File: src/hdl/iqp_pkg.sv
// Shared types and constants for the IQ to polar converter.
`default_nettype none
package iqp_pkg;

  // Fraction bits carried below the input LSB inside the rotation datapath
  localparam int GUARD_BITS = 16;

  // 1/K of the CORDIC gain in Q0.32
  localparam logic [31:0] INV_GAIN_Q32 = 32'd2608131496;

  // Angle accumulator value for a half turn (2^31 = pi)
  localparam logic [31:0] HALF_TURN_Z = 32'h8000_0000;

  // Output phase codes for a vector lying on the I axis
  localparam logic [15:0] QUARTER_POS = 16'h4000;
  localparam logic [15:0] QUARTER_NEG = 16'hC000;

  // Rounding constant for the 32-bit accumulator to 16-bit phase
  localparam logic [31:0] PHASE_ROUND = 32'h0000_8000;

  // atan(2^-k) in accumulator units, 2^31 = pi
  localparam logic [31:0] ATAN_TABLE [32] = '{
    32'd536870912, 32'd316933406, 32'd167458907, 32'd85004756,
    32'd42667331,  32'd21354465,  32'd10679838,  32'd5340245,
    32'd2670163,   32'd1335087,   32'd667544,    32'd333772,
    32'd166886,    32'd83443,     32'd41722,     32'd20861,
    32'd10430,     32'd5215,      32'd2608,      32'd1304,
    32'd652,       32'd326,       32'd163,       32'd81,
    32'd41,        32'd20,        32'd10,        32'd5,
    32'd3,         32'd1,         32'd1,         32'd0
  };

  // Input request: one complex sample
  typedef struct packed {
    logic signed [15:0] in_phase;
    logic signed [15:0] quadrature;
  } iqp_in_t;

  // Output request: polar form of the sample
  typedef struct packed {
    logic        [15:0] magnitude;
    logic signed [15:0] phase;
  } iqp_out_t;

  // Control travelling alongside the datapath
  typedef struct packed {
    logic valid;
    logic qzero;
    logic ineg;
  } iqp_ctl_t;

endpackage
`default_nettype wire

File: src/hdl/iqp_pre.sv
// Input stage: sign extension, half-turn pre-rotation and guard-bit scaling.
`default_nettype none
module iqp_pre
  import iqp_pkg::*;
#(
  parameter int SW = 16,
  parameter int DW = 36
) (
  input  wire logic                 clk,
  input  wire logic                 rst,
  input  wire logic                 advance,
  input  wire logic                 in_valid,
  input  wire iqp_in_t              in_data,
  output iqp_ctl_t                  ctl,
  output logic signed [DW-1:0]      x,
  output logic signed [DW-1:0]      y,
  output logic        [31:0]        z,
  output logic        [SW-1:0]      absi
);

  logic        [31:0]   raw_i;
  logic        [31:0]   raw_q;
  logic signed [SW:0]   i_s;
  logic signed [SW:0]   q_s;
  logic signed [DW-1:0] i_w;
  logic signed [DW-1:0] q_w;
  logic signed [SW:0]   i_neg;
  iqp_ctl_t             ctl_next;
  logic signed [DW-1:0] x_next;
  logic signed [DW-1:0] y_next;
  logic        [31:0]   z_next;
  logic        [SW-1:0] absi_next;

  // Keep the low SW bits of each word and sign-extend from bit SW-1
  always_comb begin
    raw_i = {16'b0, in_data.in_phase};
    raw_q = {16'b0, in_data.quadrature};
    i_s   = signed'({raw_i[SW-1], raw_i[SW-1:0]});
    q_s   = signed'({raw_q[SW-1], raw_q[SW-1:0]});
    i_w   = DW'(i_s);
    q_w   = DW'(q_s);
    i_neg = -i_s;
  end

  // Turn the vector by pi when Q is negative, then scale by the guard bits
  always_comb begin
    ctl_next.valid = in_valid;
    ctl_next.qzero = (q_s == '0);
    ctl_next.ineg  = i_s[SW];
    absi_next      = i_s[SW] ? i_neg[SW-1:0] : i_s[SW-1:0];
    if (q_s[SW]) begin
      x_next = (-q_w) <<< GUARD_BITS;
      y_next = (-i_w) <<< GUARD_BITS;
      z_next = HALF_TURN_Z;
    end else begin
      x_next = q_w <<< GUARD_BITS;
      y_next = i_w <<< GUARD_BITS;
      z_next = '0;
    end
  end

  // Advance the request; clear the valid bit under reset
  always_ff @(posedge clk) begin
    if (rst) begin
      ctl.valid <= 1'b0;
    end else if (advance) begin
      ctl.valid <= ctl_next.valid;
    end
    if (advance) begin
      ctl.qzero <= ctl_next.qzero;
      ctl.ineg  <= ctl_next.ineg;
      x         <= x_next;
      y         <= y_next;
      z         <= z_next;
      absi      <= absi_next;
    end
  end

endmodule
`default_nettype wire

File: config.mk
export PLATFORM = sky130hd
export DESIGN_NAME = iqp_pre
export DESIGN_NICKNAME = d
export VERILOG_FILES = /design/src/hdl/iqp_pkg.sv /design/src/hdl/iqp_pre.sv
export SDC_FILE = /design/constraint.sdc
export NUM_CORES = 1
export LEC_CHECK = 0
export ABC_AREA = 1
export BUFFER_PORTS_ARGS = -buffer_cell sky130_fd_sc_hd__buf_2
export CAP_MARGIN = 20
export CORE_ASPECT_RATIO = 2
export CORE_UTILIZATION = 40
export DETAILED_ROUTE_END_ITERATION = 6
export PLACE_DENSITY_LB_ADDON = 0.08
export SLEW_MARGIN = 20
export SYNTH_ARGS = -nofsm -noshare
export SYNTH_HDL_FRONTEND = slang
export SYNTH_SLANG_ARGS = --single-unit
File: constraint.sdc
create_clock -name clk -period 1.25 [get_ports clk]
set_input_delay 0.125 -clock clk [delete_from_list [all_inputs] [get_ports clk]]
set_output_delay 0.125 -clock clk [all_outputs]
set_load 0.01 [all_outputs]
==> metrics.md <==
| Metric | Value |
|---|---|
| Outcome | `completed` |
| Register area share after synthesis | `0.507` |
| First-pass GRT wire length | `11800 um` |
| Pint | `4690 uW` |
| GRT overflow | `0` |
| Via-per-instance ratio | `~4.3` |
| Post-CTS Setup Inserts | `0` |
| Avg WL per Cell | `12.4 um` |
| Max-cap violations | `0` |
| Initial Util | `0.416` |
| CTS tree | `yes` |
| Psw | `1480 uW` |
| DP HPWL | `5900 um` |
| WL final | `7720 um` |
| Post-route clock period utilization | `0.937` |
| Netlist cell types | `29` |
| Final hold violation count | `0` |
| Ant diodes | `0` |
| Vias | `2689` |
| Worst setup EP type | `register` |
| CTS Buf Count | `9` |
| H-tree level count | `3` |
| # DRC | `0` |
| Seq cells post-synth | `59` |
| Clk Latency, worst-skew pair | `320 ps` |
| Netlist Area Pre-Place | `0.00348 sq mm` |
| Synth Instances | `374` |
| Sequential power share | `0.395` |
| Clock network power share | `0.457` |
| CP Class | `input port to register` |
| Synth top area share | `0.501` |
| WP data arrival | `1260 ps` |
| CTS Root Buffer Type | `clkbuf_16` |
| Clk sink count | `59` |
| Share of cells above drive strength 1 | `0.337` |
| CTS max path bufs | `2` |
| Port buffer count | `95` |
| Hold/Removal Path Class | `input port to register` |
| Core Region | `0.00835 sq mm` |
| Min Clock Period, post-route | `1170 ps` |
| Die Width | `67.9 um` |
| DP Worst Slack | `-299 ps` |
| Maximum clock rate | `0.854 GHz` |
| Clock transition at the registers of the reported paths | `50 ps` |
| Post-route clock skew | `0 ps` |
| Area occupied by multi-input gates | `0.00136 sq mm` |
| Row cnt | `47` |
| # IOs | `159` |
| CP Launch Type | `input port` |
| Max Slew Vio Count | `0` |
| Sw Ratio | `0.240` |
| Area leader, netlist | `edfxtp_1` |
| Peak supply drop | `0.625 mV` |
| Largest net degree at the start of global routing | `60` |
| Die area | `0.00909 sq mm` |
| Syn avg cell area | `9.29 sq um` |
| First-pass iteration count of the detailed router | `6` |
| Final setup violation count | `0` |
| Register area | `about 0.0018 sq mm` |
| Setup WS post-layout | `78.4 ps` |
| P per Cell Area | `between 1000 and 1500 mW/mm^2` |
| # fillers | `800` |
| Overall Power | `a little over 6000 uW` |
| Antenna Violating Nets Remaining | `0` |
| Fin nets | `between 500 and 600` |
| Antenna violations before repair | `0` |
| Pleak | `0.00222 uW` |
| CP Data Required Time | `1340 ps` |
| Chip height | `134 um` |
| Initial detailed-routing violation count | `about 130` |
| Worst Path Max Fanout | `2` |
| Global Route Usage Sum | `0.178` |
| Placer Congestion | `approximately 0.77` |
| Vias in the first global route | `2521` |
| Combinational fraction of design power | `0.149` |
| Final Hold Slack | `around 53 ps` |
| Yosys Warn Count | `0` |
| Top area cells in the synthesized netlist | `edfxtp_1 50%, buf_4 14%, nand2_1 12%` |
| Area Growth Syn to Fin | `30.6%` |
-- critical path, cell delays in order --
cell	delay (ps)
buf_2	150
inv_12	60
ha_4	130
nand3_2	100
nor2_4	110
nand2_1	90
nor3_2	150
ha_1	240
nand2_1	60
inv_1	30
-- power groups by stage --
stage          clock network (uW)  registers, uW  logic [uW]
2_1_floorplan                   0           2580         497
3_3_place_gp                    0           2470         904
3_5_place_dp                    0           2480         916
4_1_cts                      2880           2440         925
5_1_grt                      2950           2460        1020
6_report                     2820           2440         916
-- stage by stage --
stage | utilization | instances | instance area [sq um] | TNS, ps
global route | 0.544 | 620 | 4540 | -0.358
CTS | 0.543 | 620 | 4530 | 0
finish | 0.544 | 620 | 4540 | 0
floorplan | - | 439 | 3760 | -25.1
global placement | 0.499 | 602 | 4170 | -2740
detailed placement | 0.499 | 602 | 4170 | -2980
-- state kept, by name, summed over array words and instances (netlist names) --
signal,cells
x,20
y,19
z,1
ctl,3
absi,16
-- area by class of cell --
class / count / area share
clock buffer: 10 / 0.0504
sequential: 59 / 0.388
multi-input combinational: 279 / 0.300
timing repair buffer: 139 / 0.181
clock inverter: 6 / 0.0251
tap: 98 / 0.0270
inverter: 29 / 0.0278
-- final timing paths --
check | startpoint | endpoint | slack (ps) | cells after the start
worst max-delay path | in_data[1] | x[32] | 80 | 10
worst min-delay path | in_data[0] | x[16] | 50 | 1
worst max register to register | ctl[2] | ctl[2] | 670 | 2
worst min register to register | ctl[2] | ctl[2] | 510 | 2
-- cell families (layout without fill, tap and decap cells) --
logic type      after synthesis  count (layout)  synth area share
compound gates               18              18            0.0292
xor+xnor                     16              16            0.0425
fa+ha+maj                     3               3            0.0108
buf+inv                     101             184             0.180
flops                        59              59             0.507
mux                           1               1           0.00288
other cells                   1              66           0.00108
simple gates                175             175             0.227
-- layer usage --
layer  GRT usage  wire length, um  vias up
li1            -                -     1356
met1       0.181             2600     1211
met2       0.326             4470      109
met3      0.0332              442       13
met4      0.0903              206        0
met5           0                0        -
-- layout by cell type, fill, tap and decap left out, types with 2 or more instances in the layout --
cell | Yosys | routed
buf_2 | 4 | 95
nor2_2 | 6 | 6
xnor2_1 | 6 | 6
clkbuf_16 | 0 | 9
nor2_1 | 25 | 24
o21ai_0 | 16 | 16
nand2_4 | 2 | 2
xor2_1 | 9 | 9
conb_1 | 1 | 66
clkinvlp_4 | 0 | 2
edfxtp_1 | 58 | 58
dlygate4sd3_1 | 0 | 2
nor2_4 | 4 | 5
ha_1 | 3 | 2
bufinv_16 | 0 | 3
nand3_1 | 20 | 19
nand3b_1 | 3 | 3
inv_1 | 28 | 26
nand2_1 | 110 | 110
buf_4 | 64 | 41
-- cell usage after synthesis --
cell / number
dfxtp_1: 1
buf_2: 4
conb_1: 1
nor3_1: 1
nand3b_1: 3
nand3_4: 1
edfxtp_1: 58
nand2_1: 110
mux2i_1: 1
o21ai_0: 16
nor2_4: 4
clkbuf_1: 3
xnor2_1: 6
inv_2: 1
nor2_8: 1
o21ai_1: 1
nor4_1: 1
nor2_2: 6
nand2_4: 2
xor2_2: 1
buf_1: 1
nor2_1: 25
nand3_1: 20
nand2_2: 1
buf_4: 64
inv_1: 28
ha_1: 3
xor2_1: 9
a21oi_4: 1
-- repair_timing --
action	CTS	global route
endpoints found under the setup margin	0	1
endpoints found under the hold margin	2	0
gates resized for setup	0	2
hold buffers	2	0
No activity file was read; power rests on OpenSTA's default activity.
