===== config.mk =====
export PLATFORM = sky130hd
export DESIGN_NAME = iqp_gain
export DESIGN_NICKNAME = d
export VERILOG_FILES = /design/src/hdl/iqp_pkg.sv /design/src/hdl/iqp_gain.sv
export SDC_FILE = /design/constraint.sdc
export NUM_CORES = 1
export LEC_CHECK = 0
export BUFFER_PORTS_ARGS = -buffer_cell sky130_fd_sc_hd__buf_2
export CAP_MARGIN = 20
export CORE_ASPECT_RATIO = 0.6
export CORE_MARGIN = 4
export CORE_UTILIZATION = 55
export DETAILED_ROUTE_END_ITERATION = 10
export MAX_ROUTING_LAYER = met4
export PLACE_DENSITY = 0.75
export SKIP_LAST_GASP = 1
export SYNTH_ARGS = -nofsm -noshare
export SYNTH_HDL_FRONTEND = slang
export SYNTH_SLANG_ARGS = --single-unit

===== constraint.sdc =====
create_clock -name clk -period 8.17 [get_ports clk]
set_clock_uncertainty 0.15 [all_clocks]
set_input_delay 1.2255 -clock clk [delete_from_list [all_inputs] [get_ports clk]]
set_output_delay 1.2255 -clock clk [all_outputs]
set_load 0.01 [all_outputs]

===== src/hdl/iqp_pkg.sv =====
// Shared types and constants for the IQ to polar converter.
`default_nettype none
package iqp_pkg;

  // Fraction bits carried below the input LSB inside the rotation datapath
  localparam int GUARD_BITS = 16;

  // 1/K of the CORDIC gain in Q0.32
  localparam logic [31:0] INV_GAIN_Q32 = 32'd2608131496;

  // Angle accumulator value for a half turn (2^31 = pi)
  localparam logic [31:0] HALF_TURN_Z = 32'h8000_0000;

  // Output phase codes for a vector lying on the I axis
  localparam logic [15:0] QUARTER_POS = 16'h4000;
  localparam logic [15:0] QUARTER_NEG = 16'hC000;

  // Rounding constant for the 32-bit accumulator to 16-bit phase
  localparam logic [31:0] PHASE_ROUND = 32'h0000_8000;

  // atan(2^-k) in accumulator units, 2^31 = pi
  localparam logic [31:0] ATAN_TABLE [32] = '{
    32'd536870912, 32'd316933406, 32'd167458907, 32'd85004756,
    32'd42667331,  32'd21354465,  32'd10679838,  32'd5340245,
    32'd2670163,   32'd1335087,   32'd667544,    32'd333772,
    32'd166886,    32'd83443,     32'd41722,     32'd20861,
    32'd10430,     32'd5215,      32'd2608,      32'd1304,
    32'd652,       32'd326,       32'd163,       32'd81,
    32'd41,        32'd20,        32'd10,        32'd5,
    32'd3,         32'd1,         32'd1,         32'd0
  };

  // Input request: one complex sample
  typedef struct packed {
    logic signed [15:0] in_phase;
    logic signed [15:0] quadrature;
  } iqp_in_t;

  // Output request: polar form of the sample
  typedef struct packed {
    logic        [15:0] magnitude;
    logic signed [15:0] phase;
  } iqp_out_t;

  // Control travelling alongside the datapath
  typedef struct packed {
    logic valid;
    logic qzero;
    logic ineg;
  } iqp_ctl_t;

endpackage
`default_nettype wire


===== src/hdl/iqp_gain.sv =====
// Gain removal, rounding, saturation and phase rounding over two stages.
`default_nettype none
module iqp_gain
  import iqp_pkg::*;
#(
  parameter int SW = 16,
  parameter int DW = 36
) (
  input  wire logic                 clk,
  input  wire logic                 rst,
  input  wire logic                 advance,
  input  wire iqp_ctl_t             ctl_in,
  input  wire logic signed [DW-1:0] x_in,
  input  wire logic        [31:0]   z_in,
  input  wire logic        [SW-1:0] absi_in,
  output logic                      res_valid,
  output iqp_out_t                  res
);

  localparam int PW   = (DW > 32) ? DW : 33;
  localparam int HW   = PW - 32;
  localparam int SUMW = HW + 33;
  localparam logic [15:0] MAG_LIM = (SW >= 16) ? 16'hFFFF : 16'((1 << SW) - 1);

  logic [PW-1:0]    ux;
  iqp_ctl_t         ctl1;
  logic [63:0]      lo_prod;
  logic [HW+31:0]   hi_prod;
  logic [31:0]      z1;
  logic [SW-1:0]    absi1;
  logic [63:0]      lo_round;
  logic [SUMW-1:0]  sum;
  logic [SUMW-1:0]  mag_full;
  logic [31:0]      z_round;
  iqp_out_t         res_next;

  // Clamp negative x to zero and split it around bit 32
  always_comb begin
    ux = x_in[DW-1] ? '0 : PW'($unsigned(x_in));
  end

  // Stage one: multiply both halves by 1/K; clear the valid bit under reset
  always_ff @(posedge clk) begin
    if (rst) begin
      ctl1.valid <= 1'b0;
    end else if (advance) begin
      ctl1.valid <= ctl_in.valid;
    end
    if (advance) begin
      ctl1.qzero <= ctl_in.qzero;
      ctl1.ineg  <= ctl_in.ineg;
      lo_prod    <= 64'(ux[31:0]) * 64'(INV_GAIN_Q32);
      hi_prod    <= (HW + 32)'(ux[PW-1:32]) * (HW + 32)'(INV_GAIN_Q32);
      z1         <= z_in;
      absi1      <= absi_in;
    end
  end

  // Stage two: combine, drop guard bits with rounding, saturate, round the phase; a zero Q takes |I| instead
  always_comb begin
    lo_round = (lo_prod + 64'h0000_0000_8000_0000) >> 32;
    sum      = SUMW'(hi_prod) + SUMW'(lo_round[32:0]);
    mag_full = (sum + SUMW'(32'h0000_8000)) >> GUARD_BITS;
    z_round  = z1 + PHASE_ROUND;
    if (ctl1.qzero) begin
      res_next.magnitude = (33'(absi1) > 33'(MAG_LIM)) ? MAG_LIM : 16'(absi1);
      res_next.phase     = ctl1.ineg ? QUARTER_NEG : QUARTER_POS;
    end else begin
      res_next.magnitude = (mag_full > SUMW'(MAG_LIM)) ? MAG_LIM : mag_full[15:0];
      res_next.phase     = z_round[31:16];
    end
  end

  always_ff @(posedge clk) begin
    if (rst) begin
      res_valid <= 1'b0;
    end else if (advance) begin
      res_valid <= ctl1.valid;
    end
  end

  always_ff @(posedge clk) begin
    if (advance) begin
      res <= res_next;
    end
  end

endmodule
`default_nettype wire


==> results of run 1 <==
## registers in the layout (all words and copies together), names as in the netlist
register,cells
lo_prod,33
hi_prod,32
res,32
z1,17
absi1,16
ctl1,3
res_valid,1
## final timing paths
| check | from | cells past startpoint | slack [ns] | endpoint |
|---|---|---|---|---|
| hold reg to reg | res_valid$_SDFFE_PP0P_ | 2 | 0.35 | res_valid$_SDFFE_PP0P_ |
| hold / removal | res_valid$_SDFFE_PP0P_ | 2 | 0.35 | res_valid$_SDFFE_PP0P_ |
| setup / recovery | x_in[35] | 27 | 0.02 | lo_prod[63]$_DFFE_PP_ |
| setup reg to reg | lo_prod[33]$_DFFE_PP_ | 18 | 2.32 | res[25]$_DFFE_PP_ |
## final cells by class
cell class / instances / area (sq um) / share of cell area (%)
Antenna cell: 3 / 7.507 / 0.02419
Clock buffer: 17 / 425.4 / 1.371
Clock inverter: 15 / 142.6 / 0.4597
Inverter: 730 / 2770 / 8.928
Multi-Input combinational cell: 1603 / 19730 / 63.59
Sequential cell: 134 / 4004 / 12.90
Tap cell: 630 / 788.3 / 2.540
Timing Repair Buffer: 435 / 3159 / 10.18
## logic make-up after synthesis
kind of cell	count (synthesis)	share of synthesized area [%]
fa+ha+maj	868	55.15
buf+inv	766	11.20
simple gates	327	6.403
compound gates	285	7.517
flops	134	15.50
xor+xnor	120	4.098
mux	3	0.1356
## worst register-to-register path, stage by stage (launching register included)
cell,delay (ns)
edfxtp_1,0.33
and4_4,0.25
and4_1,0.37
and3_1,0.31
and4_1,0.32
and4_1,0.25
nand2_1,0.08
xnor2_1,0.34
ha_1,0.32
ha_1,0.44
nand2_1,0.20
nor2_1,0.07
a221oi_1,0.60
nor2_1,0.08
nor2_1,0.15
o21ai_0,0.25
a21o_1,0.23
a41o_1,0.42
o32a_1,0.44
## routing by layer
metal	up-vias	routed length [microns]	share of wire [%]	GRT usage, %
li1	8760	-	-	-
met1	9539	36120	47	48.78
met2	807	27980	36	37.98
met3	42	12470	16	17.90
met4	0	517	0.67	3.270
met5	-	0	0	-
## placed cells by master (no fill, tap or decap), types with 23 or more instances in the layout
cell type	synthesis	routed
buf_4	0	309
nand2_1	72	71
ha_1	417	389
nand4_1	23	23
fa_1	451	432
inv_1	729	706
o21ai_0	45	40
buf_2	2	105
xnor2_1	74	74
a21oi_1	79	69
xor2_1	45	44
edfxtp_1	132	132
a21o_1	47	46
nor2_1	74	71
nand3_1	36	36
ha_4	0	23
## stage by stage
stage	utilization [%]	instance area (sq um)	worst slack (ns)	TNS, ns	instances
after detailed placement	63.93	29620	-0.9178	-19.94	3517
after global placement	63.93	29620	-0.8218	-16.62	3517
after floorplan	-	26060	-0.008823	-0.02047	2503
final	66.98	31030	0.02300	0	3567
after global routing	66.97	31030	-0.1645	-1.185	3566
after CTS	65.53	30360	-0.01289	-0.01924	3549
## what timing repair did
item	CTS	global route
buffers inserted	1	15
gates resized for setup	43	120
setup endpoints to repair	25	27
pin swaps	15	50
cloned	0	1
==> run summary, run 1 <==
Root Buffer - clkbuf_16
H-tree Lvls - 4
critical path's most frequent cell - fa_1
# IOs - 123
core area - 46,330 sq um
Post-synth top cells - inv_1 (729), fa_1 (451), ha_1 (417), edfxtp_1 (132), a21oi_1 (79)
FILL cells - 3,619
crit path buf inv count - 8
Slew Limit Fails - 0
layout net count - 3,879
largest net degree at the start of global routing - 70
synth unique cells - 70
CP Class - in2reg
Tot GR Track Use - 32.23%
initial antenna violation count - 3
WHS - 0.3475 ns
Req. time, crit path - 8.17 ns
share of post-route cells with drive strength above 1 - 21.00%
Area growth syn-to-layout - 20.12%
Max Fclk - 122.7 MHz
EDFF count, synth - 132
CTS Buffer Depth - 2
CP endpoint kind - flop
die height - 175.9 microns
vias - 19,150
sequential area share after synthesis - 15.50%
global-route wire length before repair - 116,700 microns
drt drc - 0
status - completed
clk_lat worst skew - 0.44 ns
GRT overflow - 0
Synth Register Bits - 134
number of global-route vias before repair - 19,490
crit path launch type - primary input
clock-pin slew on the worst setup and hold paths - 0.06 ns
synth warn - 0
Largest delay share family, worst path - adder cells
top-area cell type share of the netlist area - 34.95%
Hold Path Class - reg2reg
CTS tree - done
Mapped Area - 25,830 sq um
Std-Cell Rows - 61
IO buf count - 107
Worst-Margin Slew - 0.8795 ns
syn nets - 3,461
Final ANT Viol Nets - 0
Tmin final - 8.147 ns
Final HPWL DP - 68,750 microns
Starting Density - 55.76%
crit path DAT - 8.15 ns
DRT Pass-1 Iters - 5
Post-CTS Hold Fix Bufs - 0
starting DRC count in detailed routing - 1,689
full die area - 50,610 sq um
Detailed Route WL - 77,080 microns
Post-synth top flop - edfxtp_1
Max-slew headroom - 41.36%
largest fanout on the critical path - 7
Max Cap Viol - 0
final worst-path cycle share - 99.72%
Avg Cell Area, Syn - 10.32 sq um
via/cell ratio - 5.368
CP peak stage delay - 0.63 ns
Slowest-stage cell, CP - fa_2
post-synthesis instance total - 2,503
Final Hold Viols - 0
Post-synth ARST share - 0%
Sink Count - 134
Die X-Extent - 287.8 microns
top-count cell post-synth - inv_1
Setup violations, final - 0
GPL Wtd Cong - 1.070
leading area contributor after synthesis - fa_1
top post-synthesis cells by area - fa_1 (35%), ha_1 (20%), edfxtp_1 (15%)
RSZ-0062 raised after global routing - true
Num CTS Buffers - 17
wire per inst - 21.61 microns
Power of run 1 is left out: the tool's default activity adds up to more than one toggle a clock period on the data nets, which glitch-free logic cannot reach.
==> inputs of run 2 (changes only) <==
CORE_MARGIN = 1.5   (was 4)
SETUP_SLACK_MARGIN = 0.5   (was not set)
==> run summary, run 2 (same netlist as run 1, synthesis figures left out) <==
Max-slew headroom - 34.12% (-7.2 points)
final worst-path cycle share - 102.1% (+2.4 points)
Setup violations, final - 17 (+17)
full die area - 48,320 sq um (-4.5%)
Slew Limit Fails - 0 (unchanged)
CTS tree - done
CP Class - in2reg
wire per inst - 22.71 microns (+5.1%)
DRT Pass-1 Iters - 7 (+2)
initial antenna violation count - 3 (unchanged)
global-route wire length before repair - 121,900 microns (+4.5%)
largest net degree at the start of global routing - 69 (-1.4%)
Detailed Route WL - 81,290 microns (+5.5%)
H-tree Lvls - 4 (unchanged)
CP endpoint kind - flop
status - finished, violations left
Req. time, crit path - 8.28 ns (+0.11 ns)
clock-pin slew on the worst setup and hold paths - 0.06 ns (about the same)
Root Buffer - clkbuf_16
starting DRC count in detailed routing - 1,888 (+12%)
Max Cap Viol - 0 (unchanged)
Tmin final - 8.345 ns (+0.1979 ns)
RSZ-0062 raised after global routing - true
crit path DAT - 8.46 ns (+0.31 ns)
GR Util met3 - 17.25% (-0.65 points)
number of global-route vias before repair - 19,770 (+1.5%)
Final Hold Viols - 0 (unchanged)
most frequent cells in the layout - inv_1 (686), fa_1 (422), ha_1 (383)
GPL Wtd Cong - 1.058 (-1.1%)
Std-Cell Rows - 61 (unchanged)
Sink Count - 134 (unchanged)
Max Fclk - 119.8 MHz (-2.4%)
met1 GRT Util - 57.13% (+8.4 points)
GR peak layer - met1
vias - 19,490 (+1.8%)
Worst-Margin Slew - 0.9633 ns (+0.08377 ns)
largest fanout on the critical path - 6 (-1)
GRT overflow - 0 (unchanged)
CP Capture Point - lo_prod[58]$_DFFE_PP_
share of post-route cells with drive strength above 1 - 23.20% (+2.2 points)
Num CTS Buffers - 17 (unchanged)
R2R Setup Slk - 2.39 ns (+0.07 ns)
Final HPWL DP - 71,630 microns (+4.2%)
die height - 170.9 microns (-2.8%)
crit path from - x_in[35]
layout net count - 3,893 (+0.36%)
IO buf count - 107 (unchanged)
Area growth syn-to-layout - 21.68%
Worst R2R End - res[28]$_DFFE_PP_
Starting Density - 55.76% (unchanged)
core area - 46,330 sq um (unchanged)
crit path launch type - primary input
clk_lat worst skew - 0.43 ns (about the same)
worst-case reg-to-reg path depth - 19 (+1)
Post-CTS Hold Fix Bufs - 0 (unchanged)
max reg flops - 33 (unchanged)
grt met2 use - 41.42% (+3.4 points)
largest reg by FF count - lo_prod
via/cell ratio - 5.443 (+1.4%)
Inst Count DP - 3,516 (-0.028%)
Final ANT Viol Nets - 0 (unchanged)
Die X-Extent - 282.8 microns (-1.7%)
Setup WS post-layout - -0.1749 ns (-0.1979 ns)
# IOs - 123 (unchanged)
FF-to-FF Start - lo_prod[33]$_DFFE_PP_
Regs by FF count - lo_prod x33, hi_prod x32, res x32
commonest non-fill, non-tap cell in the layout - inv_1
failing checks - negative setup slack
non-filler cells, final - 3,580 (+0.36%)
Tot GR Track Use - 36.07% (+3.8 points)
drt drc - 0 (unchanged)
Hold Path Class - reg2reg
CTS Buffer Depth - 2 (unchanged)
## run 2: critical path, cell delays in order
cell,delay [ns]
buf_12,0.10
buf_12,0.13
nand2b_4,0.16
clkinvlp_4,0.15
buf_4,0.17
ha_4,0.26
fa_1,0.51
inv_1,0.07
fa_1,0.66
fa_1,0.51
fa_1,0.54
inv_1,0.06
fa_2,0.36
fa_1,0.53
inv_2,0.04
fa_1,0.52
inv_2,0.05
ha_4,0.26
nand4_1,0.21
nor3_4,0.40
o41ai_4,0.16
a211oi_2,0.19
buf_4,0.19
a21o_4,0.15
o21ai_2,0.09
a211o_1,0.35
a21bo_2,0.21
a31oi_1,0.18
## run 2: final cells by class
cell class,count,area (sq um)
clock buffer,17,425.4
tap,630,788.3
inverter,730,2788
sequential,134,4004
multi-input combinational,1603,19940
fill,3600,14900
timing repair buffer,449,3323
clock inverter,15,158.9
antenna,2,5.005
## run 2: how the worst min path moves through the flow
| stage | start | to | slack, ns | cells past startpoint |
|---|---|---|---|---|
| after floorplan | ctl1[2]$_SDFFE_PP0P_ | ctl1[2]$_SDFFE_PP0P_ | 0.31 | 2 |
| after global placement | res_valid$_SDFFE_PP0P_ | res_valid$_SDFFE_PP0P_ | 0.32 | 2 |
| after detailed placement | ctl1[2]$_SDFFE_PP0P_ | ctl1[2]$_SDFFE_PP0P_ | 0.36 | 2 |
| after CTS | ctl1[2]$_SDFFE_PP0P_ | ctl1[2]$_SDFFE_PP0P_ | 0.38 | 2 |
| after global routing | ctl1[0]$_DFFE_PP_ | res[15]$_DFFE_PP_ | 0.41 | 2 |
| final | ctl1[2]$_SDFFE_PP0P_ | ctl1[2]$_SDFFE_PP0P_ | 0.36 | 2 |
## run 2: layer usage
metal  routed length [microns]  vias to the layer above
met5                         0                        -
met4                       407                        0
met3                     11740                       26
met2                     28870                      785
met1                     40280                     9884
li1                          -                     8790
## run 2: through the flow
step	area, sq um	TNS (ns)	utilization (%)	hold WS (ns)	setup slack [ns]
final	31430	-1.721	67.85	0.3631	-0.1749
after global routing	31430	-3.710	67.85	0.4083	-0.2721
after global placement	30120	-16.24	65.01	0.3197	-0.7253
after detailed placement	30120	-17.20	65.01	0.3622	-0.7418
after floorplan	26560	0	-	0.3101	0.2829
after CTS	31150	-0.1034	67.24	0.3773	-0.03894
## run 2: timing repair
item,CTS,global route
endpoints found under the setup margin,33,33
pin swaps,43,32
gates resized for setup,68,55
cloned,1,0
buffers inserted,19,10
Power of run 2 is left out for the same reason.
