--- config.mk ---
export PLATFORM = sky130hd
export DESIGN_NAME = iqp_stage
export DESIGN_NICKNAME = d
export VERILOG_FILES = /design/src/hdl/iqp_pkg.sv /design/src/hdl/iqp_stage.sv
export SDC_FILE = /design/constraint.sdc
export NUM_CORES = 1
export LEC_CHECK = 0
export BUFFER_PORTS_ARGS = -buffer_cell sky130_fd_sc_hd__buf_2
export CORE_MARGIN = 1.5
export CORE_UTILIZATION = 55
export CTS_CLUSTER_DIAMETER = 120
export DETAILED_ROUTE_END_ITERATION = 7
export GPL_TIMING_DRIVEN = 0
export MAX_ROUTING_LAYER = met4
export PLACE_DENSITY = 0.82
export SLEW_MARGIN = 5
export SYNTH_ARGS = -nofsm -noshare
export SYNTH_HDL_FRONTEND = slang
export SYNTH_SLANG_ARGS = --single-unit
--- constraint.sdc ---
create_clock -name clk -period 3.6 [get_ports clk]
set_input_delay 0.36 -clock clk [delete_from_list [all_inputs] [get_ports clk]]
set_output_delay 0.36 -clock clk [all_outputs]
set_load 0.01 [all_outputs]
--- src/hdl/iqp_pkg.sv ---
// Shared types and constants for the IQ to polar converter.
`default_nettype none
package iqp_pkg;

  // Fraction bits carried below the input LSB inside the rotation datapath
  localparam int GUARD_BITS = 16;

  // 1/K of the CORDIC gain in Q0.32
  localparam logic [31:0] INV_GAIN_Q32 = 32'd2608131496;

  // Angle accumulator value for a half turn (2^31 = pi)
  localparam logic [31:0] HALF_TURN_Z = 32'h8000_0000;

  // Output phase codes for a vector lying on the I axis
  localparam logic [15:0] QUARTER_POS = 16'h4000;
  localparam logic [15:0] QUARTER_NEG = 16'hC000;

  // Rounding constant for the 32-bit accumulator to 16-bit phase
  localparam logic [31:0] PHASE_ROUND = 32'h0000_8000;

  // atan(2^-k) in accumulator units, 2^31 = pi
  localparam logic [31:0] ATAN_TABLE [32] = '{
    32'd536870912, 32'd316933406, 32'd167458907, 32'd85004756,
    32'd42667331,  32'd21354465,  32'd10679838,  32'd5340245,
    32'd2670163,   32'd1335087,   32'd667544,    32'd333772,
    32'd166886,    32'd83443,     32'd41722,     32'd20861,
    32'd10430,     32'd5215,      32'd2608,      32'd1304,
    32'd652,       32'd326,       32'd163,       32'd81,
    32'd41,        32'd20,        32'd10,        32'd5,
    32'd3,         32'd1,         32'd1,         32'd0
  };

  // Input request: one complex sample
  typedef struct packed {
    logic signed [15:0] in_phase;
    logic signed [15:0] quadrature;
  } iqp_in_t;

  // Output request: polar form of the sample
  typedef struct packed {
    logic        [15:0] magnitude;
    logic signed [15:0] phase;
  } iqp_out_t;

  // Control travelling alongside the datapath
  typedef struct packed {
    logic valid;
    logic qzero;
    logic ineg;
  } iqp_ctl_t;

endpackage
`default_nettype wire

--- src/hdl/iqp_stage.sv ---
// One registered vectoring CORDIC micro-rotation.
`default_nettype none
module iqp_stage
  import iqp_pkg::*;
#(
  parameter int SW = 16,
  parameter int DW = 36,
  parameter int K  = 0
) (
  input  wire logic                 clk,
  input  wire logic                 rst,
  input  wire logic                 advance,
  input  wire iqp_ctl_t             ctl_in,
  input  wire logic signed [DW-1:0] x_in,
  input  wire logic signed [DW-1:0] y_in,
  input  wire logic        [31:0]   z_in,
  input  wire logic        [SW-1:0] absi_in,
  output iqp_ctl_t                  ctl,
  output logic signed [DW-1:0]      x,
  output logic signed [DW-1:0]      y,
  output logic        [31:0]        z,
  output logic        [SW-1:0]      absi
);

  localparam logic [31:0] ATAN_K = ATAN_TABLE[K];

  logic signed [DW-1:0] xs;
  logic signed [DW-1:0] ys;
  logic signed [DW-1:0] x_next;
  logic signed [DW-1:0] y_next;
  logic        [31:0]   z_next;

  // Rotate towards the Q axis; y of zero rotates as for positive y
  always_comb begin
    xs = x_in >>> K;
    ys = y_in >>> K;
    if (!y_in[DW-1]) begin
      x_next = x_in + ys;
      y_next = y_in - xs;
      z_next = z_in + ATAN_K;
    end else begin
      x_next = x_in - ys;
      y_next = y_in + xs;
      z_next = z_in - ATAN_K;
    end
  end

  // Advance the request; clear the valid bit under reset
  always_ff @(posedge clk) begin
    if (rst) begin
      ctl.valid <= 1'b0;
    end else if (advance) begin
      ctl.valid <= ctl_in.valid;
    end
    if (advance) begin
      ctl.qzero <= ctl_in.qzero;
      ctl.ineg  <= ctl_in.ineg;
      x         <= x_next;
      y         <= y_next;
      z         <= z_next;
      absi      <= absi_in;
    end
  end

endmodule
`default_nettype wire

==> results of run 1 <==
## cell usage after synthesis (3+ instances only)
master and number:
o21a_1 9, nand3b_1 3, or2_2 7, fa_1 4
nor4_1 9, buf_1 10, nand3_1 14, a211oi_1 8
and4_1 4, inv_1 107, o221ai_1 4, and2_1 4
ha_1 105, o2111ai_1 4, xnor2_1 58, and3_1 8
nand2_1 59, nor2b_1 14, clkbuf_1 30, a21boi_0 3
mux2i_1 18, nor2_1 86, nand4_1 17, nor3_1 20
o31ai_1 10, nand2b_1 9, xor2_1 12, o21bai_1 34
a31oi_1 9, edfxtp_1 121, a22oi_1 3, o211ai_1 7
o22ai_1 3, nand4b_1 3, buf_2 8, a21o_1 34
o21ai_0 58, a21oi_1 127
## layer usage
| metal | vias up | GRT usage [%] |
|---|---|---|
| met5 | - | - |
| met4 | 0 | 12.6 |
| met3 | 109 | 6.15 |
| met2 | 635 | 54.8 |
| met1 | 4542 | 48.1 |
| li1 | 4514 | - |
## registers in the layout, summed over array words and instances, names as in the netlist
| name | cells |
|---|---|
| y | 35 |
| ctl | 3 |
| x | 36 |
| z | 32 |
| absi | 16 |
## how the worst min path moves through the flow
stage / to / slack, ps
final: ctl[2] / 90
after global routing: ctl[2] / 90
after CTS: ctl[2] / 90
after detailed placement: ctl[2] / 510
after global placement: ctl[2] / 470
after floorplan: ctl[2] / 430
## cell type report
class                      count  area (µm²)
antenna                        2        5.00
buffer                        50         205
clock buffer                  17         425
clock inverter                15         138
fill                        1484        5750
inverter                     108         405
multi-input combinational    821        5890
sequential                   122        3650
tap                          229         287
timing repair buffer         248        1270
## cells by family (layout without fill, tap and decap cells)
kind of cell / count (synthesis) / count (layout) / share of synthesized area, %
fa+ha+maj: 109 / 109 / 13.7
buf+inv: 158 / 438 / 6.01
xor+xnor: 70 / 70 / 6.04
other cells: 0 / 2 / 0
compound gates: 355 / 355 / 23.2
flops: 122 / 122 / 36.0
simple gates: 268 / 268 / 13.1
mux: 19 / 19 / 1.89
## power breakdown
group          switching (µW)  total [µW]  internal (µW)
Combinational            1040        1670            628
Sequential               50.1        1860           1810
Clock                     738        1700            960
Total                    1830        5230           3400
## worst max-delay path, cell delays in order
cell,delay (ps)
buf_2,120
inv_1,50
ha_1,320
buf_2,200
a21oi_1,200
a21oi_1,140
or2_2,310
o21ai_0,480
a21boi_0,280
o21ai_0,680
a21boi_0,220
o2bb2ai_1,230
xnor2_1,90
## through the flow
step	hold slack, ps	setup WS (ps)	cell area (µm²)
2_1_floorplan	432	670	10200
3_3_place_gp	471	-123	11700
3_5_place_dp	513	-108	11700
4_1_cts	92.3	270	12300
5_1_grt	87.8	4.66	12300
6_report	86.5	75.2	12300
==> summary.md, run 1 <==
| Metric | Value |
|---|---|
| Crit path max fanout | `10` |
| Avg Cell Area, Syn | `between 9 and 10 µm²` |
| Area delta synth->final | `20.9%` |
| Crit Path Category | `in2reg` |
| HP Class | `in2reg` |
| Netlist cell types | `just over 80` |
| RSZ-0062 raised after global routing | `no` |
| Worst Path Required | `3760 ps` |
| PortBufs | `about 250` |
| Synth Cell Area | `10200 µm²` |
| CTS buffer count | `17` |
| # clock sinks | `roughly 120` |
| Leakage | `~0.0055 µW` |
| Skew-Pair Late Insertion Delay | `420 ps` |
| Post-CTS resize count | `0` |
| Hold path cells | `2` |
| Fmax | `approximately 280 MHz` |
| Crit. End Element | `flip-flop` |
| Synthesis Warnings | `0` |
| Clock Skew | `0 ps` |
| CP endpoint | `x[33]` |
| Syn Nets | `1336` |
| Final hold violation count | `0` |
| Die width | `139 µm` |
| WL/cell | `roughly 21 µm` |
| Clock root buffer master | `clkbuf_16` |
| Pwr Total | `approximately 5200 µW` |
| Die area | `just under 20000 µm²` |
| Vias in the first global route | `between 9000 and 10000` |
| Tot GR Track Use | `between 30% and 40%` |
| R2r startpoint | `ctl[2]` |
| Vias | `9800` |
| Io pins | `approximately 250` |
| Die H | `between 100 and 150 µm` |
| Setup TNS | `0 ps` |
| Core box area | `approximately 18000 µm²` |
| Max-slew violation count | `0` |
| Yosys top cell area share | `35.8%` |
| Largest net degree at the start of global routing | `just under 90` |
| Register area share after synthesis | `between 30% and 40%` |
| PwrDens | `between 400 and 500 nW/µm²` |
| Hold Crit Start | `rst` |
| Final Cycle Share | `97.9%` |
| Status | `complete, no violations` |
| FP Rows | `a little under 50` |
| Global placement routability congestion | `~1` |
| Detailed placement HPWL | `between 20000 and 30000 µm` |
| Synth area leaders | `edfxtp_1, ha_1, a21oi_1, xnor2_1, inv_1` |
| DRC | `0` |
| Layout Cells excl Fill | `1612` |
| Share of layout cells above drive strength 1 | `~23%` |
| Largest area contributor in the synthesized netlist | `edfxtp_1` |
| Minimum clock period | `around 3500 ps` |
| Setup Fix Bufs, Post-CTS | `0` |
| Routed length on met1 | `14000 µm` |
| DRT antenna net count | `0` |
| Clock slew at reported path FFs | `60 ps` |
| Top Layer Used | `met4` |
| Slew headroom | `a little over a quarter` |
| WL final | `approximately 34000 µm` |
| Register bit total from synthesis | `122` |
| Initial antenna violation count | `2` |
| Met2 Wirelength | `15300 µm` |
| Peak VDD IR | `approximately 0.00035 V` |
| H-tree Lvls | `4` |
| Startpoint types | `primary input` |
| Layout Nets | `between 1500 and 2000` |
| Drt first pass iters | `6` |
| Most common cell after layout, fill and taps aside | `buf_2` |
| Synth Instances | `between 1000 and 1500` |
| Number of flops mapped to enable cells by yosys | `121` |
| First-pass GRT wire length | `52200 µm` |
| Routed met3 length | `~3300 µm` |
| Prevailing post-synth register cell | `edfxtp_1` |
| TritonCTS clock tree | `yes` |
| Worst setup path startpoint | `x_in[6]` |
| Most frequent cells in the layout | `buf_2, a21oi_1, edfxtp_1, inv_1, ha_1` |
| Arr. time, crit path | `3680 ps` |
| Endpoints failing setup | `0` |
| Final core utilization | `just under 70%` |
| GRT overflow | `0` |
| Clock Tree Buf Depth | `2` |
| Max-cap violations | `0` |
| Hold_buf cts | `0` |
| First DRT Iteration DRCs | `~1200` |
| Worst-Margin Slew | `1100 ps` |
| Placed insts | `1578` |
| Worst flop-to-flop path endpoint | `ctl[2]` |
| R2R setup slack | `2980 ps` |
| R2R cell count | `2` |
| Initial Util | `a little under three fifths` |
| Ys async rst share | `0%` |
| DR vias/cell | `roughly 6.1` |
Power figures use the tool's default switching activity.
==> run 2: changes to the inputs <==
--- a/config.mk
+++ b/config.mk
@@ -5,14 +5,15 @@
 export SDC_FILE = /design/constraint.sdc
 export NUM_CORES = 1
 export LEC_CHECK = 0
+export ABC_AREA = 1
 export BUFFER_PORTS_ARGS = -buffer_cell sky130_fd_sc_hd__buf_2
 export CORE_MARGIN = 1.5
-export CORE_UTILIZATION = 55
+export CORE_UTILIZATION = 57
 export CTS_CLUSTER_DIAMETER = 120
 export DETAILED_ROUTE_END_ITERATION = 7
 export GPL_TIMING_DRIVEN = 0
 export MAX_ROUTING_LAYER = met4
-export PLACE_DENSITY = 0.82
+export PLACE_DENSITY = 0.83
 export SLEW_MARGIN = 5
 export SYNTH_ARGS = -nofsm -noshare
 export SYNTH_HDL_FRONTEND = slang
==> summary.md, run 2 <==
| Metric | Value |
|---|---|
| Status | `finished, violations left` |
| Failing checks | `DRC` |
| Adder-cell share of the synthesized area | `12.0%` |
| Sw Ratio | `between 30 and 40%` |
| Die area | `21300 µm²` |
| Synth Instances | `between 1500 and 2000` |
| Global placement routability congestion | `1.05` |
| Core box area | `20200 µm²` |
| Yosys top cell area share | `31.2%` |
| Worst Path Required | `3780 ps` |
| Slew headroom | `21.1%` |
| WL/cell | `roughly 19 µm` |
| Mux contribution to synthesized area | `0.0859%` |
| R2R setup slack | `2990 ps` |
| Prevailing post-synth register cell | `edfxtp_1` |
| Crit. End Element | `flip-flop` |
| Hold_buf cts | `0` |
| Final Cycle Share | `approximately two thirds` |
| Largest area contributor in the synthesized netlist | `edfxtp_1` |
| Peak VDD IR | `about 0.00030 V` |
| Leakage | `about 0.0072 µW` |
| Setup ws final | `1170 ps` |
| Synthesis Warnings | `0` |
| Max-cap violations | `0` |
| Number of flops mapped to enable cells by yosys | `between 100 and 150` |
| FP Rows | `52` |
| # clock sinks | `approximately 120` |
| Fillers | `approximately 1800` |
| R2R cell count | `2` |
| CTS buffer count | `17` |
| PortBufs | `approximately 250` |
| Share of layout cells above drive strength 1 | `18.2%` |
| Detailed placement HPWL | `34100 µm` |
| Ys async rst share | `0%` |
| H-tree Lvls | `4` |
| Internal | `roughly 3600 µW` |
| First-pass GRT wire length | `63500 µm` |
| Synth Cell Area | `~12000 µm²` |
| Endpoints failing setup | `0` |
| Fmax | `411 MHz` |
| Die width | `between 100 and 150 µm` |
| Simple-gate share of the synthesized area | `30.9%` |
| Arr. time, crit path | `roughly 2600 ps` |
| Area of the multi-input gates | `6700 µm²` |
| Commonest cells in the netlist | `nand2_1, inv_1, nand3_1, nor2_1, edfxtp_1` |
| PwrDens | `407 nW/µm²` |
| NetSw | `roughly 2100 µW` |
| Clock Tree Buf Depth | `2` |
| DR vias/cell | `roughly 5.7` |
| Most common cell after layout, fill and taps aside | `nand2_1` |
| Vias in the first global route | `~12000` |
| Hold path cells | `2` |
| R2r startpoint | `ctl[2]` |
| DRC | `2` |
| Area delta synth->final | `19.3%` |
| Largest family of logic cells by synthesized area | `simple AND/OR/NAND/NOR gates` |
| Biggest regs | `x (36), y (35), z (32)` |
| Max reg flops | `36` |
| GRT overflow | `0` |
| RSZ-0062 raised after global routing | `no` |
| Netlist cell types | `43` |
| Io pins | `~250` |
| Initial antenna violation count | `0` |
| N_diodes | `0` |
| Register bit total from synthesis | `between 100 and 150` |
| Max-slew violation count | `0` |
| Final hold violation count | `0` |
| Crit path max fanout | `7` |
| Synth Area in Compound Gates | `12.3%` |
| Drt first pass iters | `8` |
| Setup Fix Bufs, Post-CTS | `0` |
| First DRT Iteration DRCs | `between 1000 and 1500` |
| Setup slack after placement | `~920 ps` |
| FF/Latch Area | `around 3700 µm²` |
| Minimum clock period | `about 2400 ps` |
| Tot GR Track Use | `between 40% and 50%` |
| Initial Util | `just under 60%` |
| Vias | `12900` |
| Clock slew at reported path FFs | `roughly 70 ps` |
| DRT antenna net count | `0` |
| Avg Cell Area, Syn | `slightly below 7 µm²` |
| Hold Crit Start | `rst` |
| Count leader, synth | `nand2_1` |
| HP Class | `in2reg` |
| Syn Nets | `between 1500 and 2000` |
| Hold Path Sink | `ctl[2]` |
| Crit Path Category | `in2reg` |
| Logic pwr share | `between 30 and 40%` |
| Startpoint types | `primary input` |
| Most flops, register | `x` |
| Setup TNS | `0 ps` |
| Die H | `about 150 µm` |
| Synth Area in XOR/XNOR | `2.33%` |
| Worst flop-to-flop path endpoint | `ctl[2]` |
| WL final | `42200 µm` |
| Clock root buffer master | `clkbuf_16` |
| Clock Skew | `0 ps` |
| Most frequent cells in the layout | `nand2_1, inv_1, buf_2, nand3_1, nor2_1` |
| Layout Nets | `approximately 2200` |
| Largest net degree at the start of global routing | `75` |
| Synth area leaders | `edfxtp_1, nand2_1, ha_1, inv_1, nand3_1` |
| Skew-Pair Late Insertion Delay | `~430 ps` |
| Register area share after synthesis | `a little under a third` |
| Sequential power share | `about 32%` |
| Post-CTS resize count | `0` |
| Worst-Margin Slew | `1180 ps` |
| Clk network pwr share | `around 35%` |
| TritonCTS clock tree | `yes` |
## run 2: cell count changes after synthesis, moves of 17 or more
| cell | before | now |
|---|---|---|
| xor2_1 | 12 | 30 |
| mux2i_1 | 18 | 1 |
| nor2_1 | 86 | 144 |
| buf_4 | 2 | 25 |
| clkbuf_1 | 30 | 7 |
| nand2_1 | 59 | 509 |
| nand3_1 | 14 | 145 |
| inv_1 | 107 | 259 |
| a21o_1 | 34 | 7 |
| xnor2_1 | 58 | 1 |
| o21ai_0 | 58 | 75 |
## run 2: layout make-up
class	instances	area share [%]
Clock buffer	17	3.06
Sequential cell	122	26.3
Timing Repair Buffer	248	9.14
Inverter	265	7.16
Buffer	44	2.13
Multi-Input combinational cell	1259	48.2
Clock inverter	15	1.52
Tap cell	270	2.43
## run 2: how the worst max path moves through the flow
stage	from	to	slack, ps	cells after the start
after floorplan	x_in[0]	y[32]	1530	13
after global placement	advance	ctl[2]	880	3
after detailed placement	x_in[0]	x[24]	920	14
after CTS	x_in[20]	y[29]	1350	13
after global routing	x_in[20]	y[29]	1090	13
final	x_in[20]	y[29]	1170	12
## run 2: stage by stage
| stage | instance area [µm²] | cells | utilization (%) | hold WS (ps) | total power [µW] |
|---|---|---|---|---|---|
| floorplan | 11600 | 1690 | - | 432 | 2970 |
| global placement | 13200 | 2207 | 65.6 | 473 | 3610 |
| detailed placement | 13300 | 2208 | 65.7 | 516 | 3650 |
| CTS | 13900 | 2240 | 68.9 | 78.0 | 5590 |
| global route | 13900 | 2240 | 68.9 | 95.7 | 5860 |
| finish | 13900 | 2240 | 68.9 | 79.7 | 5660 |
## run 2: power groups by stage
| stage | logic (µW) | clock network, µW | registers [µW] |
|---|---|---|---|
| detailed placement | 1810 | 0 | 1850 |
| global placement | 1760 | 0 | 1840 |
| finish | 1880 | 1960 | 1810 |
| global route | 2040 | 2000 | 1830 |
| floorplan | 1030 | 0 | 1940 |
| CTS | 1830 | 1950 | 1820 |
## run 2: cells by family after synthesis
group           after synthesis
xor+xnor                     31
simple gates                860
buf+inv                     309
flops                       122
compound gates              258
mux                           1
fa+ha+maj                   109
## run 2: layer usage
layer	global-route usage [%]	part of all wire [%]	vias to the layer above	routed length (µm)
met5	-	0	-	0
met4	18.6	4.6	0	1960
met3	5.99	12	150	4880
met2	60.5	43	886	18200
met1	53.9	41	5849	17200
li1	-	-	5970	-
## run 2: critical path: stages
cell and delay (ps):
buf_2 110, inv_1 50, ha_1 450, inv_1 230
a21oi_1 220, o21ai_1 140, a21oi_2 270, nor2_1 70
nor2_1 290, nand3_1 190, nand3_1 150, nand2_1 80
==> run 3: changes to the inputs <==
--- a/config.mk
+++ b/config.mk
@@ -8,12 +8,12 @@
 export ABC_AREA = 1
 export BUFFER_PORTS_ARGS = -buffer_cell sky130_fd_sc_hd__buf_2
 export CORE_MARGIN = 1.5
-export CORE_UTILIZATION = 57
+export CORE_UTILIZATION = 51
 export CTS_CLUSTER_DIAMETER = 120
 export DETAILED_ROUTE_END_ITERATION = 7
 export GPL_TIMING_DRIVEN = 0
 export MAX_ROUTING_LAYER = met4
-export PLACE_DENSITY = 0.83
+export PLACE_DENSITY = 0.78
 export SLEW_MARGIN = 5
 export SYNTH_ARGS = -nofsm -noshare
 export SYNTH_HDL_FRONTEND = slang
==> constraint.sdc (replaced) <==
create_clock -name clk -period 2.23 [get_ports clk]
set_input_delay 0.223 -clock clk [delete_from_list [all_inputs] [get_ports clk]]
set_output_delay 0.223 -clock clk [all_outputs]
set_load 0.01 [all_outputs]
==> summary.md, run 3 (synthesis results as in run 2) <==
| Metric | Value |
|---|---|
| Area of the multi-input gates | `between 6000 and 7000 µm²` |
| Buf+Inv Stages, Crit Path | `3` |
| Fmax | `~470 MHz` |
| Status | `complete, no violations` |
| Global placement routability congestion | `between 1 and 1.5` |
| Area delta synth->final | `23.4%` |
| TritonCTS clock tree | `yes` |
| Fillers | `~2000` |
| Largest net degree at the start of global routing | `83` |
| # clock sinks | `between 100 and 150` |
| Detailed placement HPWL | `approximately 35000 µm` |
| Sw Ratio | `a little under two fifths` |
| Crit Path Category | `in2reg` |
| Endpoints failing setup | `0` |
| Internal | `approximately 5600 µW` |
| Layout Nets | `2240` |
| Arr. time, crit path | `between 2000 and 2500 ps` |
| HP Class | `in2reg` |
| First DRT Iteration DRCs | `between 1000 and 1500` |
| Most numerous cell on the critical path | `nand2_1` |
| Clock slew at reported path FFs | `roughly 70 ps` |
| Worst-Margin Slew | `around 1100 ps` |
| Most common cell after layout, fill and taps aside | `nand2_1` |
| Clock Skew | `0 ps` |
| Crit. End Element | `flip-flop` |
| Minimum clock period | `~2100 ps` |
| Core box area | `~23000 µm²` |
| Vias | `about 13000` |
| CP Cell Sequence | `buf_2 -> inv_1 -> ha_1 -> buf_4 -> a21oi_1 -> o21ai_0 -> a21oi_1 -> nand2_1 -> nand2_1 -> nand3_1 -> nand3_1 -> nand2_1` |
| Worst path max stage delay | `400 ps` |
| Drt first pass iters | `6` |
| Hold WS | `about 46 ps` |
| Pwr Total | `between 9000 and 10000 µW` |
| CTS buffer count | `17` |
| Crit path max fanout | `10` |
| Initial Util | `about half` |
| Biggest regs | `x (36), y (35), z (32)` |
| Sequential power share | `32.4%` |
| WL final | `roughly 45000 µm` |
| WL/cell | `a little under 20 µm` |
| PwrDens | `between 600 and 700 nW/µm²` |
| Vias in the first global route | `around 12000` |
| Most frequent cells in the layout | `nand2_1, inv_1, buf_2, nand3_1, nor2_1` |
| Share of layout cells above drive strength 1 | `a little under a fifth` |
| Logic pwr share | `between 30% and 40%` |
| Max-cap violations | `0` |
| Tot GR Track Use | `38.3%` |
| Io pins | `around 250` |
| CP max-delay cell | `a21oi_1` |
| H-tree Lvls | `4` |
| First-pass GRT wire length | `around 66000 µm` |
| FF/Latch Area | `around 3700 µm²` |
| Most flops, register | `x` |
| Die H | `roughly 150 µm` |
| NetSw | `~3500 µW` |
| GRT overflow | `0` |
| N_diodes | `0` |
| R2R setup slack | `around 1700 ps` |
| DRC | `0` |
| Die width | `154 µm` |
| Clock Tree Buf Depth | `2` |
| Clock root buffer master | `clkbuf_16` |
| RSZ-0062 raised after global routing | `yes` |
| Slew headroom | `about 25%` |
| FP Rows | `55` |
| Final Cycle Share | `between 90% and 100%` |
| Die area | `23800 µm²` |
| Initial antenna violation count | `0` |
| Startpoint types | `primary input` |
| Setup Fix Bufs, Post-CTS | `0` |
| DR vias/cell | `roughly 5.5` |
| PortBufs | `247` |
| DRT antenna net count | `0` |
| Final hold violation count | `0` |
| Max reg flops | `36` |
| Leakage | `around 0.0074 µW` |
| Crit-path leading delay family | `compound AO/OA/AOI/OAI gates` |
| Max-slew violation count | `0` |
| Worst Path Required | `2420 ps` |
| Peak VDD IR | `0.000461 V` |
| Skew-Pair Late Insertion Delay | `approximately 440 ps` |
| Clk network pwr share | `between 30% and 40%` |
run 3: cell types whose count changed in the layout (fill, tap and decap cells not counted), moves of 2 or more:
cell and change:
dlygate4sd3_1 +48, bufinv_16 -2, o21ai_2 +2, nor2_1 -2
nor2_2 +2, o21ai_1 -2
run 3: final timing paths:
kind                            startpoint  endpoint  depth (start not counted)
worst min-delay path             ctl_in[2]    ctl[2]                          3
worst min register to register      ctl[2]    ctl[2]                          2
worst max-delay path              x_in[14]     y[33]                         12
worst max register to register      ctl[2]    ctl[2]                          2
run 3: cell type report:
type                    instances  area share (%)
clock inverters                14            1.11
multi-input cells            1259            46.8
plain buffers                  44            2.06
repair buffers                296            12.2
flip-flops and latches        122            25.4
well taps                     285            2.48
clock buffers                  18            2.99
inverters                     265            6.92
run 3: power groups by stage:
| stage | registers [µW] | logic (µW) | clock network, µW |
|---|---|---|---|
| 2_1_floorplan | 3130 | 1660 | 0 |
| 3_3_place_gp | 2980 | 2900 | 0 |
| 3_5_place_dp | 2980 | 2940 | 0 |
| 4_1_cts | 2930 | 3020 | 2990 |
| 5_1_grt | 2960 | 3390 | 3060 |
| 6_report | 2940 | 3130 | 2980 |
run 3: repair_timing:
item	4_1_cts	5_1_grt
gates resized for setup	0	8
endpoints found under the setup margin	0	9
endpoints found under the hold margin	48	0
hold buffers	48	0
run 3: worst register-to-register path, delay by kind of cell (launching register included):
family | cells | cell delay (ps)
and+or+nand+nor | 1 | 60
muxes | 1 | 120
DFF | 1 | 310
run 3: per-layer routing:
layer | vias to the layer above | wire length, µm | share of wire [%] | GRT usage (%)
met5 | - | 0 | 0 | -
met1 | 5838 | 18800 | 42 | 50.7
met4 | 0 | 1440 | 3.2 | 13.8
li1 | 6065 | - | - | -
met2 | 735 | 19800 | 44 | 60.2
met3 | 100 | 4480 | 10 | 5.21
run 3: stage by stage:
| step | area, µm² | util (%) | instances | setup slack [ps] | TNS [ps] |
|---|---|---|---|---|---|
| floorplan | 11600 | - | 1690 | 298 | 0 |
| global placement | 13200 | 58.8 | 2222 | -396 | -51460 |
| detailed placement | 13300 | 59.0 | 2223 | -337 | -9120 |
| CTS | 14300 | 63.7 | 2303 | 111 | 0 |
| global route | 14400 | 63.9 | 2303 | -38.5 | -42.1 |
| finish | 14400 | 63.9 | 2303 | 95.2 | 0 |
